==> src/hdl/assert_macros.svh <==
// Assertion macros used by the RTL of the framebuffer pixel unpacker.
// Needs nothing else; files that assert take it in by `include.
`ifndef ASSERT_MACROS_SVH
`define ASSERT_MACROS_SVH

// Same-cycle implication, checked at every rising edge outside reset.
`define ASSERT_IMPLIES(label, clk, rst_n, ante, cons) \
    label: assert property (@(posedge clk) disable iff (!rst_n) (ante) |-> (cons)) \
        else $error("implication check failed");

// Next-cycle implication, checked at every rising edge outside reset.
`define ASSERT_NEXT(label, clk, rst_n, ante, cons) \
    label: assert property (@(posedge clk) disable iff (!rst_n) (ante) |=> (cons)) \
        else $error("next-cycle check failed");

`endif

==> src/hdl/fbpu_pkg.sv <==
// Package for the framebuffer pixel unpacker: payload and configuration types,
// register indexes, reset values and the channel extraction function. No dependencies.
package fbpu_pkg;

    localparam int CHANNEL_BITS  = 8;
    localparam int WORD_BITS     = 32;
    localparam int PARTIAL_BITS  = 24;
    localparam int FMT_BITS      = 9;
    localparam int CFG_INDEX_W   = 3;
    localparam int CFG_DATA_W    = FMT_BITS;
    localparam int QUEUE_DEPTH_DEFAULT = 4;

    localparam logic [2:0] BYTES_16BPP = 3'd2;
    localparam logic [2:0] BYTES_32BPP = 3'd4;
    localparam logic [3:0] LEN_MAX     = 4'd8;
    localparam logic [7:0] ALPHA_OPAQUE = 8'hFF;

    typedef enum logic [CFG_INDEX_W-1:0] {
        REG_PIXEL_MODE   = 3'd0,
        REG_RED_FORMAT   = 3'd1,
        REG_GREEN_FORMAT = 3'd2,
        REG_BLUE_FORMAT  = 3'd3,
        REG_ALPHA_FORMAT = 3'd4
    } cfg_reg_idx_t;

    localparam logic                PIXEL_MODE_RESET   = 1'b1;
    localparam logic [FMT_BITS-1:0] RED_FORMAT_RESET   = 9'd272;
    localparam logic [FMT_BITS-1:0] GREEN_FORMAT_RESET = 9'd264;
    localparam logic [FMT_BITS-1:0] BLUE_FORMAT_RESET  = 9'd256;
    localparam logic [FMT_BITS-1:0] ALPHA_FORMAT_RESET = 9'd280;

    typedef struct packed {
        logic [7:0] pixel_byte;
        logic       image_start;
    } in_item_t;

    typedef struct packed {
        logic [7:0] alpha_out;
        logic [7:0] red_out;
        logic [7:0] green_out;
        logic [7:0] blue_out;
    } out_item_t;

    typedef struct packed {
        logic                pixel_mode;
        logic [FMT_BITS-1:0] red_format;
        logic [FMT_BITS-1:0] green_format;
        logic [FMT_BITS-1:0] blue_format;
        logic [FMT_BITS-1:0] alpha_format;
    } fbpu_cfg_t;

    typedef struct packed {
        logic full;
        logic empty;
    } fbpu_q_status_t;

    // Field length with anything above eight treated as eight.
    function automatic logic [3:0] fmt_length(logic [FMT_BITS-1:0] fmt);
        logic [3:0] len;
        len = fmt[8:5];
        return (len > LEN_MAX) ? LEN_MAX : len;
    endfunction

    // Takes the field at the format's offset and length and moves its top bit to bit 7.
    function automatic logic [7:0] extract_channel(logic [WORD_BITS-1:0] word,
                                                   logic [FMT_BITS-1:0] fmt);
        logic [3:0]           len;
        logic [3:0]           pad;
        logic [WORD_BITS-1:0] shifted;
        logic [7:0]           mask;
        len     = fmt_length(fmt);
        pad     = LEN_MAX - len;
        shifted = word >> fmt[4:0];
        mask    = 8'hFF >> pad;
        return (shifted[7:0] & mask) << pad;
    endfunction

endpackage

==> src/hdl/framebuffer_pixel_unpack_core.sv <==
// Top level of the framebuffer pixel unpacker: configuration registers and the
// gather, queue and unpack stages. Depends on fbpu_pkg and assert_macros.svh.
//
//   Channel  | Handshake        | Payload                    | Transfer when
//   ---------+------------------+----------------------------+-------------------
//   input    | push / full      | pixel_in  (in_item_t)      | push && !full
//   result   | pop / empty      | pixel_out (out_item_t)     | pop && !empty
//   config   | write_enable     | reg_index, write_data      | write_enable
//
// The block takes one byte every clock cycle while full is low. A byte that
// completes a pixel is written into the word queue at that edge and is then
// loaded into the result register when it is free or being drained; bytes that
// do not complete a pixel give nothing. full rises only when the word queue is
// full, which needs the result side to have stalled for several pixels. Reset
// clears the byte position, the partial word, the queue pointers and the result
// valid flag, and loads the register reset values (32 bpp, red at bit 16, green
// at bit 8, blue at bit 0, alpha at bit 24, all eight bits wide).
`include "assert_macros.svh"

module framebuffer_pixel_unpack_core #(
    parameter int QUEUE_DEPTH = fbpu_pkg::QUEUE_DEPTH_DEFAULT
) (
    input  logic                              clk,
    input  logic                              rst_n,
    input  logic                              push,
    output logic                              full,
    input  fbpu_pkg::in_item_t                pixel_in,
    output logic                              empty,
    input  logic                              pop,
    output fbpu_pkg::out_item_t               pixel_out,
    input  logic                              write_enable,
    input  logic [fbpu_pkg::CFG_INDEX_W-1:0]  reg_index,
    input  logic [fbpu_pkg::CFG_DATA_W-1:0]   write_data
);
    import fbpu_pkg::*;

    fbpu_cfg_t            cfg_reg, cfg_next;
    fbpu_q_status_t       q_status;
    logic                 in_take;
    logic                 q_push;
    logic                 q_pop;
    logic [WORD_BITS-1:0] q_push_word;
    logic [WORD_BITS-1:0] q_head_word;
    logic                 start_in_32bpp;

    // Configuration writes. The user must change the registers only while the block
    // is idle, unenforced; stages read them directly. Indexes past the list are ignored.
    always_comb
    begin
        cfg_next = cfg_reg;
        if (write_enable)
        begin
            case (reg_index)
                REG_PIXEL_MODE:   cfg_next.pixel_mode   = write_data[0];
                REG_RED_FORMAT:   cfg_next.red_format   = write_data[FMT_BITS-1:0];
                REG_GREEN_FORMAT: cfg_next.green_format = write_data[FMT_BITS-1:0];
                REG_BLUE_FORMAT:  cfg_next.blue_format  = write_data[FMT_BITS-1:0];
                REG_ALPHA_FORMAT: cfg_next.alpha_format = write_data[FMT_BITS-1:0];
                default:          cfg_next = cfg_reg;
            endcase
        end
    end

    always_ff @(posedge clk or negedge rst_n)
    begin
        if (!rst_n)
        begin
            cfg_reg.pixel_mode   <= PIXEL_MODE_RESET;
            cfg_reg.red_format   <= RED_FORMAT_RESET;
            cfg_reg.green_format <= GREEN_FORMAT_RESET;
            cfg_reg.blue_format  <= BLUE_FORMAT_RESET;
            cfg_reg.alpha_format <= ALPHA_FORMAT_RESET;
        end
        else
        begin
            cfg_reg <= cfg_next;
        end
    end

    // The input side stalls only on a full word queue, so a byte that does
    // not complete a pixel is never held back by the result side directly.
    assign full    = q_status.full;
    assign in_take = push && !full;

    assign start_in_32bpp = in_take && pixel_in.image_start && cfg_reg.pixel_mode;

    fbpu_gather u_gather (
        .clk        (clk),
        .rst_n      (rst_n),
        .take       (in_take),
        .item       (pixel_in),
        .pixel_mode (cfg_reg.pixel_mode),
        .word_push  (q_push),
        .word       (q_push_word)
    );

    fbpu_word_queue #(
        .DEPTH (QUEUE_DEPTH)
    ) u_word_queue (
        .clk       (clk),
        .rst_n     (rst_n),
        .push_en   (q_push),
        .push_word (q_push_word),
        .pop_en    (q_pop),
        .head_word (q_head_word),
        .status    (q_status)
    );

    fbpu_channel_unpack u_channel_unpack (
        .clk       (clk),
        .rst_n     (rst_n),
        .cfg       (cfg_reg),
        .q_status  (q_status),
        .head_word (q_head_word),
        .q_pop     (q_pop),
        .pop       (pop),
        .empty     (empty),
        .pixel_out (pixel_out)
    );

    // A start byte in 32 bpp mode is byte 0 of four and can never finish a pixel.
    `ASSERT_IMPLIES(a_start_no_pixel, clk, rst_n, start_in_32bpp, !q_push)
    // The unpack stage only takes a word that the queue holds.
    `ASSERT_IMPLIES(a_pop_nonempty, clk, rst_n, q_pop, !q_status.empty)
    // A waiting word reaches the result register as soon as it is free or drained.
    `ASSERT_NEXT(a_result_loads, clk, rst_n, !q_status.empty && (empty || pop), !empty)

endmodule

==> src/hdl/fbpu_gather.sv <==
// Front part of the unpacker: collects bytes into a pixel word and flags a completed pixel.
// Depends on fbpu_pkg.
module fbpu_gather (
    input  logic                            clk,
    input  logic                            rst_n,
    input  logic                            take,
    input  fbpu_pkg::in_item_t              item,
    input  logic                            pixel_mode,
    output logic                            word_push,
    output logic [fbpu_pkg::WORD_BITS-1:0]  word
);
    import fbpu_pkg::*;

    logic [1:0]              pos_reg, pos_next;
    logic [PARTIAL_BITS-1:0] partial_reg, partial_next;

    logic [1:0]              pos;
    logic [PARTIAL_BITS-1:0] partial;
    logic [WORD_BITS-1:0]    merged;
    logic [2:0]              byte_count;
    logic                    complete;

    always_comb
    begin
        // A start byte always lands in byte 0 and drops whatever was gathered.
        pos        = item.image_start ? 2'd0 : pos_reg;
        partial    = item.image_start ? '0 : partial_reg;
        merged     = {8'd0, partial} | ({24'd0, item.pixel_byte} << {pos, 3'b000});
        byte_count = pixel_mode ? BYTES_32BPP : BYTES_16BPP;
        complete   = ({1'b0, pos} + 3'd1) >= byte_count;

        pos_next     = pos_reg;
        partial_next = partial_reg;
        if (take)
        begin
            if (complete)
            begin
                pos_next     = 2'd0;
                partial_next = '0;
            end
            else
            begin
                pos_next     = pos + 2'd1;
                partial_next = merged[PARTIAL_BITS-1:0];
            end
        end

        word_push = take && complete;
        word      = pixel_mode ? merged : {16'd0, merged[15:0]};
    end

    always_ff @(posedge clk or negedge rst_n)
    begin
        if (!rst_n)
        begin
            pos_reg     <= 2'd0;
            partial_reg <= '0;
        end
        else
        begin
            pos_reg     <= pos_next;
            partial_reg <= partial_next;
        end
    end

endmodule

==> src/hdl/fbpu_word_queue.sv <==
// Short queue of completed pixel words between the gather and unpack stages.
// Depends on fbpu_pkg.
module fbpu_word_queue #(
    parameter int DEPTH = fbpu_pkg::QUEUE_DEPTH_DEFAULT
) (
    input  logic                            clk,
    input  logic                            rst_n,
    input  logic                            push_en,
    input  logic [fbpu_pkg::WORD_BITS-1:0]  push_word,
    input  logic                            pop_en,
    output logic [fbpu_pkg::WORD_BITS-1:0]  head_word,
    output fbpu_pkg::fbpu_q_status_t        status
);
    import fbpu_pkg::*;

    localparam int PTR_W = (DEPTH > 1) ? $clog2(DEPTH) : 1;
    localparam int CNT_W = $clog2(DEPTH + 1);

    logic [WORD_BITS-1:0] entry_reg [DEPTH];
    logic [PTR_W-1:0]     wr_ptr_reg, wr_ptr_next;
    logic [PTR_W-1:0]     rd_ptr_reg, rd_ptr_next;
    logic [CNT_W-1:0]     count_reg, count_next;
    logic                 do_push, do_pop;

    always_comb
    begin
        status.full  = (count_reg == CNT_W'(DEPTH));
        status.empty = (count_reg == '0);
        do_push      = push_en && !status.full;
        do_pop       = pop_en && !status.empty;

        wr_ptr_next = wr_ptr_reg;
        rd_ptr_next = rd_ptr_reg;
        if (do_push)
            wr_ptr_next = (wr_ptr_reg == PTR_W'(DEPTH - 1)) ? '0 : wr_ptr_reg + 1'b1;
        if (do_pop)
            rd_ptr_next = (rd_ptr_reg == PTR_W'(DEPTH - 1)) ? '0 : rd_ptr_reg + 1'b1;

        count_next = count_reg;
        if (do_push && !do_pop)
            count_next = count_reg + 1'b1;
        else if (do_pop && !do_push)
            count_next = count_reg - 1'b1;

        head_word = entry_reg[rd_ptr_reg];
    end

    always_ff @(posedge clk)
    begin
        if (do_push)
            entry_reg[wr_ptr_reg] <= push_word;
    end

    always_ff @(posedge clk or negedge rst_n)
    begin
        if (!rst_n)
        begin
            wr_ptr_reg <= '0;
            rd_ptr_reg <= '0;
            count_reg  <= '0;
        end
        else
        begin
            wr_ptr_reg <= wr_ptr_next;
            rd_ptr_reg <= rd_ptr_next;
            count_reg  <= count_next;
        end
    end

endmodule

==> src/hdl/fbpu_channel_unpack.sv <==
// Back part of the unpacker: cuts the four channel fields out of a pixel word
// into the registered result, alpha opaque if zero-length. Depends on fbpu_pkg.
module fbpu_channel_unpack (
    input  logic                            clk,
    input  logic                            rst_n,
    input  fbpu_pkg::fbpu_cfg_t             cfg,
    input  fbpu_pkg::fbpu_q_status_t        q_status,
    input  logic [fbpu_pkg::WORD_BITS-1:0]  head_word,
    output logic                            q_pop,
    input  logic                            pop,
    output logic                            empty,
    output fbpu_pkg::out_item_t             pixel_out
);
    import fbpu_pkg::*;

    logic      valid_reg, valid_next;
    out_item_t pixel_reg, pixel_next;

    always_comb
    begin
        // A waiting word loads the result register when it is free or drained.
        q_pop      = !q_status.empty && (!valid_reg || pop);
        valid_next = q_pop || (valid_reg && !pop);

        pixel_next.alpha_out = (fmt_length(cfg.alpha_format) == 4'd0)
                             ? ALPHA_OPAQUE : extract_channel(head_word, cfg.alpha_format);
        pixel_next.red_out   = extract_channel(head_word, cfg.red_format);
        pixel_next.green_out = extract_channel(head_word, cfg.green_format);
        pixel_next.blue_out  = extract_channel(head_word, cfg.blue_format);

        empty     = !valid_reg;
        pixel_out = pixel_reg;
    end

    always_ff @(posedge clk)
    begin
        if (q_pop)
            pixel_reg <= pixel_next;
    end

    always_ff @(posedge clk or negedge rst_n)
    begin
        if (!rst_n)
            valid_reg <= 1'b0;
        else
            valid_reg <= valid_next;
    end

endmodule

==> config.mk <==
export PLATFORM = sky130hd
export DESIGN_NAME = framebuffer_pixel_unpack_core
export DESIGN_NICKNAME = d
export VERILOG_FILES = /design/src/hdl/fbpu_pkg.sv /design/src/hdl/framebuffer_pixel_unpack_core.sv /design/src/hdl/fbpu_gather.sv /design/src/hdl/fbpu_word_queue.sv /design/src/hdl/fbpu_channel_unpack.sv
export VERILOG_INCLUDE_DIRS = /design/src /design/src/hdl
export SDC_FILE = /design/constraint.sdc
export NUM_CORES = 1
export LEC_CHECK = 0
export BUFFER_PORTS_ARGS = -buffer_cell sky130_fd_sc_hd__buf_2
export CAP_MARGIN = 20
export CELL_PAD_IN_SITES_DETAIL_PLACEMENT = 0
export CELL_PAD_IN_SITES_GLOBAL_PLACEMENT = 1
export CORE_MARGIN = 1
export CORE_UTILIZATION = 40
export DETAILED_ROUTE_END_ITERATION = 7
export PLACE_DENSITY_LB_ADDON = 0.1
export SLEW_MARGIN = 20
export SYNTH_ARGS = -nofsm -noshare
export SYNTH_HDL_FRONTEND = slang
export SYNTH_SLANG_ARGS = --single-unit
export TNS_END_PERCENT = 1
==> constraint.sdc <==
create_clock -name clk -period 5 [get_ports clk]
set_input_delay 0.5 -clock clk [delete_from_list [all_inputs] [get_ports clk]]
set_output_delay 0.5 -clock clk [all_outputs]
set_load 0.01 [all_outputs]
==> results by group, run 1 <==
Run status
  – Status: finished, final reports clean

Clocking
  – Clock sink count: 231
  – Root buffer cell: clkbuf_16
  – CTS H-tree depth: 1
  – TritonCTS Buffers: 27
  – Hold_buf cts: 1
  – Setup bufs post-CTS: 0
  – Clock buffer depth: 3
  – Clk Latency, worst-skew pair: 0.59 ns
  – Post-CTS resize count: 0
  – CTS tree: done
  – Reg clk slew, reported paths: ~0.06 ns

STA
  – Worst rel slew slack: 21.6%
  – Setup Skew: 0.0294 ns
  – Final min period: 4.02 ns
  – Pins Over Slew Limit: 0
  – Final setup viols: 0
  – RSZ-0062 raised after global routing: false
  – Worst Tran Pin Value: 1.17 ns
  – Final Hold Fails: 0
  – Fmax: 249 MHz
  – Period utilization: 80.3%
  – Setup TNS: 0 ns
  – Final setup margin: between 0.9 and 1 ns

Floorplan
  – Die height: 231 um
  – Die extent in x: 231 um
  – Full die area: approximately 54,000 um^2
  – Num ports: 60
  – FP Rows: just over 80
  – Placeable core area: about 52,000 um^2
  – Initial Util: 40.8%

Place
  – Placement Cell Area: 22,000 um^2
  – Setup WS pre-CTS: 0.980 ns
  – I/O Buffers: 59
  – GPL Wtd Cong: 0.966
  – Hpwl dp: 60.9 mm

Synthesis
  – Synth cell types: 90
  – Post-synth top cells: 273 x mux4_2, 160 x edfxtp_1, 141 x nand2_1
  – Top-count cell post-synth: mux4_2
  – Post-Syn Area: ~21,000 um^2
  – EDFF count, synth: 160
  – Ys flop type: edfxtp_1
  – Seq/Total Area, Yosys: a little under a third
  – Cells after synthesis: 1,739
  – Top cell type's share of synthesized area: 29.2%
  – Cell taking the most area after synthesis: mux4_2
  – Largest cells by area after synthesis: mux4_2 29%, edfxtp_1 23%, dfrtp_1 7.4%
  – Synth warn: 0
  – Asr flop ratio synth: 30.7%
  – Syn_area_per_cell: 12.1 um^2
  – Syn Nets: 1,787
  – FF+latch count, synth: ~230

Power and ir drop
  – VDD IR max: 345 uV
  – PwrDens: 645 nW/um^2
  – Leak pwr: 8.19 nW

Worst hold path
  – Worst hold endpoint: u_channel_unpack.valid_reg
  – Hold path depth: 2
  – Hold path startpoint: pop
  – HP Class: primary input to register

Critical path
  – CP Capture Type: register
  – Crit path launch type: register
  – FF-to-FF Start: u_word_queue.rd_ptr_reg[0]
  – Crit Path Class: register to register
  – Worst endpoint required time: 5.45 ns
  – Worst R2R Setup Slack: between 0.9 and 1 ns
  – Worst r2r path cells: 10
  – Critical Path, Cell by Cell: buf_12 -> buf_12 -> mux2i_1 -> mux4_2 -> mux4_2 -> o211ai_1 -> nor4b_1 -> a21oi_1 -> o31ai_1 -> o21a_1
  – Data arrival time of the worst path: 4.47 ns
  – Critical path's slowest cell: dfrtp_4
  – Crit Path Max Fanout: 29
  – R2r endpoint: u_channel_unpack.pixel_out[22]
  – CP max stage delay: 0.64 ns

Global routing
  – Global route total overflow: 0
  – Initial antenna violation count: 1
  – Vias in the first global route: 16,400
  – All-Layer GR Usage: 29.7%
  – Pin count of the biggest net entering global routing: 50
  – First-pass GRT wire length: between 100 and 150 mm

Route
  – Post-DRT Antenna Nets: 0
  – DRT Wirelength: ~80 mm
  – Drt wl/cell: 32.6 um
  – First DRT Iteration DRCs: 2,291
  – Via density: 6.96
  – First-pass DRT Iterations: 7
  – # DRC: 0
  – DR vias: 17,000

Cells and area
  – Area delta synth->final: 8.82%
  – Largest register FFs: roughly 130
  – Nets@finish: 1,782
  – Register area: ~6600 um^2
  – Area of the multi-input gates: 13,500 um^2
  – Proportion of layout cells with a drive suffix above 1: 32.8%
  – Final instance area: 22,900 um^2
  – Fillers: 4,704

Job
  – Max Cap Viol: 0
==> through the flow <==
stage	hold WS, ns	std cells	util (%)	power [mW]
after global placement	0.437	2384	42.6	12.6
after global routing	0.158	2435	44.4	15.4
final	0.111	2436	44.4	14.8
after CTS	0.103	2435	44.3	14.7
after floorplan	0.204	1739	-	9.84
after detailed placement	0.447	2384	42.6	12.6
==> power breakdown <==
group | total [mW] | internal (mW) | switching [mW]
Combinational | 9.52 | 4.27 | 5.24
Clock | 2.01 | 1.18 | 0.826
Sequential | 3.25 | 2.66 | 0.596
==> per-layer routing <==
metal,part of all wire (%),up-vias,GRT usage (%)
met5,0,-,0
li1,-,7052,-
met3,8.9,191,5.52
met4,6.1,0,15.2
met1,41,8668,40.9
met2,44,1050,44.8
==> critical path, delay by kind of cell (launching register included) <==
| kind | cells | cell delay (ns) |
|---|---|---|
| simple gates | 1 | 0.58 |
| flops | 1 | 0.64 |
| compound gates | 4 | 0.90 |
| buf+inv | 2 | 0.48 |
| mux | 3 | 1.29 |
==> cells by family after synthesis <==
group / share of synthesized area, %
DFF: 31.3
adders and majority gates: 1.34
buffers and inverters: 4.85
AOI/OAI and AO/OA: 10.8
xor gates and xnor gates: 0.375
and+or+nand+nor: 9.96
muxes: 41.3
==> layout by cell type (no fill, tap or decap), drive strengths merged, types with 6 or more instances in the layout <==
cell type / count
mux4: 273
edfxtp: 160
nand2: 141
mux2i: 123
mux2: 117
buf: 110
nor2: 100
inv: 66
dfrtp: 62
o21ai: 51
nand3: 38
a21oi: 34
clkbuf: 34
nor3: 31
o31ai: 23
nand2b: 23
nor2b: 21
o21a: 21
ha: 21
and2: 19
clkinv: 19
a22oi: 17
o211ai: 14
a31oi: 13
a221oi: 13
o22ai: 12
and3: 12
nand4: 12
a211oi: 10
dfstp: 9
or4: 8
nor4: 8
a21o: 7
o311ai: 7
a311oi: 7
o221ai: 7
o2bb2ai: 6
==> cell type report <==
| type | instances | area share, % |
|---|---|---|
| Antenna cell | 1 | 0.0109 |
| Timing Repair Buffer | 111 | 3.45 |
| Multi-Input combinational cell | 1290 | 58.9 |
| Tap cell | 680 | 3.72 |
| Clock inverter | 16 | 0.765 |
| Sequential cell | 231 | 28.8 |
| Clock buffer | 34 | 3.15 |
| Inverter | 73 | 1.20 |
==> worst max-delay path by stage <==
stage	start	endpoint	slack (ns)
after detailed placement	u_word_queue.rd_ptr_reg[0]	u_channel_unpack.pixel_out[22]	0.98
after global routing	u_word_queue.rd_ptr_reg[0]	u_channel_unpack.pixel_out[22]	0.78
after floorplan	pop	u_word_queue.count_reg[1]	1.47
after global placement	u_word_queue.rd_ptr_reg[0]	u_channel_unpack.pixel_out[20]	0.92
after CTS	u_word_queue.rd_ptr_reg[0]	u_channel_unpack.pixel_out[22]	0.99
final	u_word_queue.rd_ptr_reg[0]	u_channel_unpack.pixel_out[22]	0.98
Note: power is estimated with default switching activity, not from simulation.
==> inputs of run 2 (changes only) <==
--- a/config.mk
+++ b/config.mk
@@ -6,6 +6,7 @@
 export SDC_FILE = /design/constraint.sdc
 export NUM_CORES = 1
 export LEC_CHECK = 0
+export ABC_AREA = 1
 export BUFFER_PORTS_ARGS = -buffer_cell sky130_fd_sc_hd__buf_2
 export CAP_MARGIN = 20
 export CELL_PAD_IN_SITES_DETAIL_PLACEMENT = 0
==> constraint.sdc (replaced) <==
create_clock -name clk -period 3.8 [get_ports clk]
set_input_delay 0.38 -clock clk [delete_from_list [all_inputs] [get_ports clk]]
set_output_delay 0.38 -clock clk [all_outputs]
set_load 0.01 [all_outputs]
==> run 2 against run 1 <==
Effect of this change:
- die area down 22%
- total power up 5.8%
- synthesized area down 22%
- sequential cell count unchanged
- critical path depth up 6
- combinational power down 7.2%
- first-iteration DRC count down 42%
- utilization up 0.94 points
- critical endpoint is now u_word_queue.count_reg[2]
==> results by group, run 2 <==
Critical path
  – Critical Path, Cell by Cell: inv_1 -> nor2_1 -> clkinv_1 -> nand2_1 -> o21ai_0 -> ha_1 -> nand3_1 -> nand2_1 -> inv_2 -> nor2_1 -> ha_1 -> inv_1 -> fa_1 -> a21oi_1 -> o21ai_0 -> xor2_1
  – CP Capture Type: register
  – Crit Path Max Fanout: 9
  – Critical path's slowest cell: fa_1
  – CP max stage delay: 0.38 ns
  – Crit Path Class: register to register
  – Crit path launch type: register
  – Data arrival time of the worst path: 3.55 ns
  – Worst endpoint required time: 4.27 ns

Clocking
  – Clock buffer depth: 3
  – Clock sink count: 231
  – CTS tree: done
  – Root buffer cell: clkbuf_16
  – CTS H-tree depth: 1
  – Reg clk slew, reported paths: 0.06 ns
  – Clk Latency, worst-skew pair: 0.60 ns
  – Setup bufs post-CTS: 0
  – TritonCTS Buffers: 29

Floorplan
  – Die extent in x: just over 200 um
  – Placeable core area: 40,100 um^2
  – FP Rows: 73
  – Num ports: 60
  – Full die area: 41,900 um^2
  – Die height: 205 um
  – Initial Util: 41.0%

Route
  – DRT Wirelength: 55.7 mm
  – # DRC: 0
  – Drt wl/cell: 19.8 um
  – Post-DRT Antenna Nets: 0
  – DR vias: 15,700
  – Via density: 5.58
  – First DRT Iteration DRCs: 1,329
  – First-pass DRT Iterations: 6

Worst hold path
  – HP Class: primary input to register

Cells and area
  – Non-filler cells in the finished layout: 2,820
  – Most frequent cells in the layout: 759 x nand2_1, 377 x nand3_1, 160 x edfxtp_1, 131 x nor2_1, 121 x inv_1
  – Most common cell after layout, fill and taps aside: nand2_1
  – Area delta synth->final: 10.6%
  – Largest register FFs: 128
  – Nets@finish: 2,320
  – Proportion of layout cells with a drive suffix above 1: 12.2%
  – Final instance area: ~18,000 um^2
  – Antenna Cells: 0

Synthesis
  – FF+latch count, synth: 231
  – Cell taking the most area after synthesis: edfxtp_1
  – Synth warn: 0
  – Top-count cell post-synth: nand2_1
  – Largest cells by area after synthesis: edfxtp_1 29%, nand2_1 17%, nand3_1 11%
  – Ys flop type: edfxtp_1
  – Post-Syn Area: 16,400 um^2
  – Synth cell types: 45
  – Top cell type's share of synthesized area: 29.2%
  – Asr flop ratio synth: 30.7%
  – Post-synth top cells: 759 x nand2_1, 377 x nand3_1, 160 x edfxtp_1
  – Syn Nets: 2,318
  – Syn_area_per_cell: 7.24 um^2
  – Seq/Total Area, Yosys: 40.1%
  – Cells after synthesis: 2,270
  – EDFF count, synth: 160

Place
  – GPL Wtd Cong: 0.914
  – I/O Buffers: 59
  – Placement Cell Area: roughly 17,000 um^2
  – Hpwl dp: 40.3 mm
  – Inst Count DP: 2,764

Power and ir drop
  – Leak pwr: 8.11 nW
  – Design Power: ~16 mW
  – VDD IR max: 467 uV
  – PwrDens: roughly 860 nW/um^2

Global routing
  – Initial antenna violation count: 0
  – Vias in the first global route: between 15,000 and 20,000
  – Pin count of the biggest net entering global routing: 73
  – All-Layer GR Usage: 27.0%
  – First-pass GRT wire length: 86.8 mm
  – Global route total overflow: 0

STA
  – Worst Tran Pin Value: 1.02 ns
  – Final setup viols: 0
  – Setup TNS: 0 ns
  – Setup Skew: 0.0129 ns
  – RSZ-0062 raised after global routing: false
  – Pins Over Slew Limit: 0
  – Fmax: 325 MHz
  – Period utilization: slightly above 80%
  – Final min period: 3.08 ns
  – Worst rel slew slack: 32.2%
  – Final Hold Fails: 0
  – Worst hold slack: 0.0843 ns

Run status
  – Status: finished, final reports clean

Job
  – Max Cap Viol: 0
## run 2: changes by cell type in the layout (fill, tap and decap cells not counted), sizes merged, moves of 85 or more
| cell | change |
|---|---|
| nand3 | +387 |
| mux4 | -273 |
| nand2 | +645 |
| o211ai | +85 |
| mux2 | -117 |
| inv | +93 |
| o21ai | +123 |
| mux2i | -110 |
## run 2: path summary, 6_finish.rpt
check                                              from                    endpoint  slack [ns]  depth (start not counted)
worst min-delay path                                pop  u_channel_unpack.valid_reg        0.08                          3
worst max-delay path                u_gather.pos_reg[1]   u_word_queue.count_reg[2]        0.72                         16
worst min register to register  u_gather.partial_reg[2]     u_gather.partial_reg[2]        0.48                          2
min in group asynchronous                         rst_n    u_gather.partial_reg[19]        0.41                          2
max in group asynchronous                         rst_n                  cfg_reg[3]        2.48                          3
worst max register to register      u_gather.pos_reg[1]   u_word_queue.count_reg[2]        0.72                         16
## run 2: power breakdown
part	switching (mW)	leakage [nW]	internal (mW)
Combinational	6.35	5.19	2.48
Clock	1.18	0.516	1.93
Sequential	0.277	2.40	3.41
## run 2: cells by family after synthesis
logic type,Yosys count,share of synthesized area [%]
adder cells (fa/ha/maj),22,1.72
AO/OA/AOI/OAI,319,11.7
XOR/XNOR,5,0.267
multiplexers,13,0.792
flip-flops,231,40.1
buffers and inverters,285,7.52
AND/OR/NAND/NOR,1395,37.8
## run 2: layout make-up
type / instances / area [um^2]
clock buffer: 35 / 768
clock inverter: 19 / 314
fill: 4119 / 21900
inverter: 162 / 608
multi-input combinational: 1754 / 8610
sequential: 231 / 6590
tap: 525 / 657
timing repair buffer: 94 / 613
## run 2: metal layers
metal / wire [um] / global-route usage (%)
met1: 24300 / 35.7
met2: 26500 / 45.5
met3: 3000 / 2.85
met4: 1940 / 9.49
met5: 0 / 0
## run 2: metrics by stage
step / setup slack, ns / utilization (%)
after detailed placement: 0.521 / 42.5
final: 0.722 / 45.3
after CTS: 0.711 / 45.3
after global routing: 0.361 / 45.3
after floorplan: -0.122 / -
after global placement: 0.521 / 42.5
## run 2: worst max-delay path: cells and delay by family (launching register included)
kind                       cells  cell delay [ns]
buffers and inverters          4             0.47
adders and majority gates      3             0.89
and+or+nand+nor                5             0.72
DFF                            1             0.34
xor gates and xnor gates       1             0.16
AOI/OAI and AO/OA              3             0.37
## run 2: repair_timing
item,CTS,global route
endpoints found under the hold margin,42,0
resized for setup,0,0
hold buffers,1,0
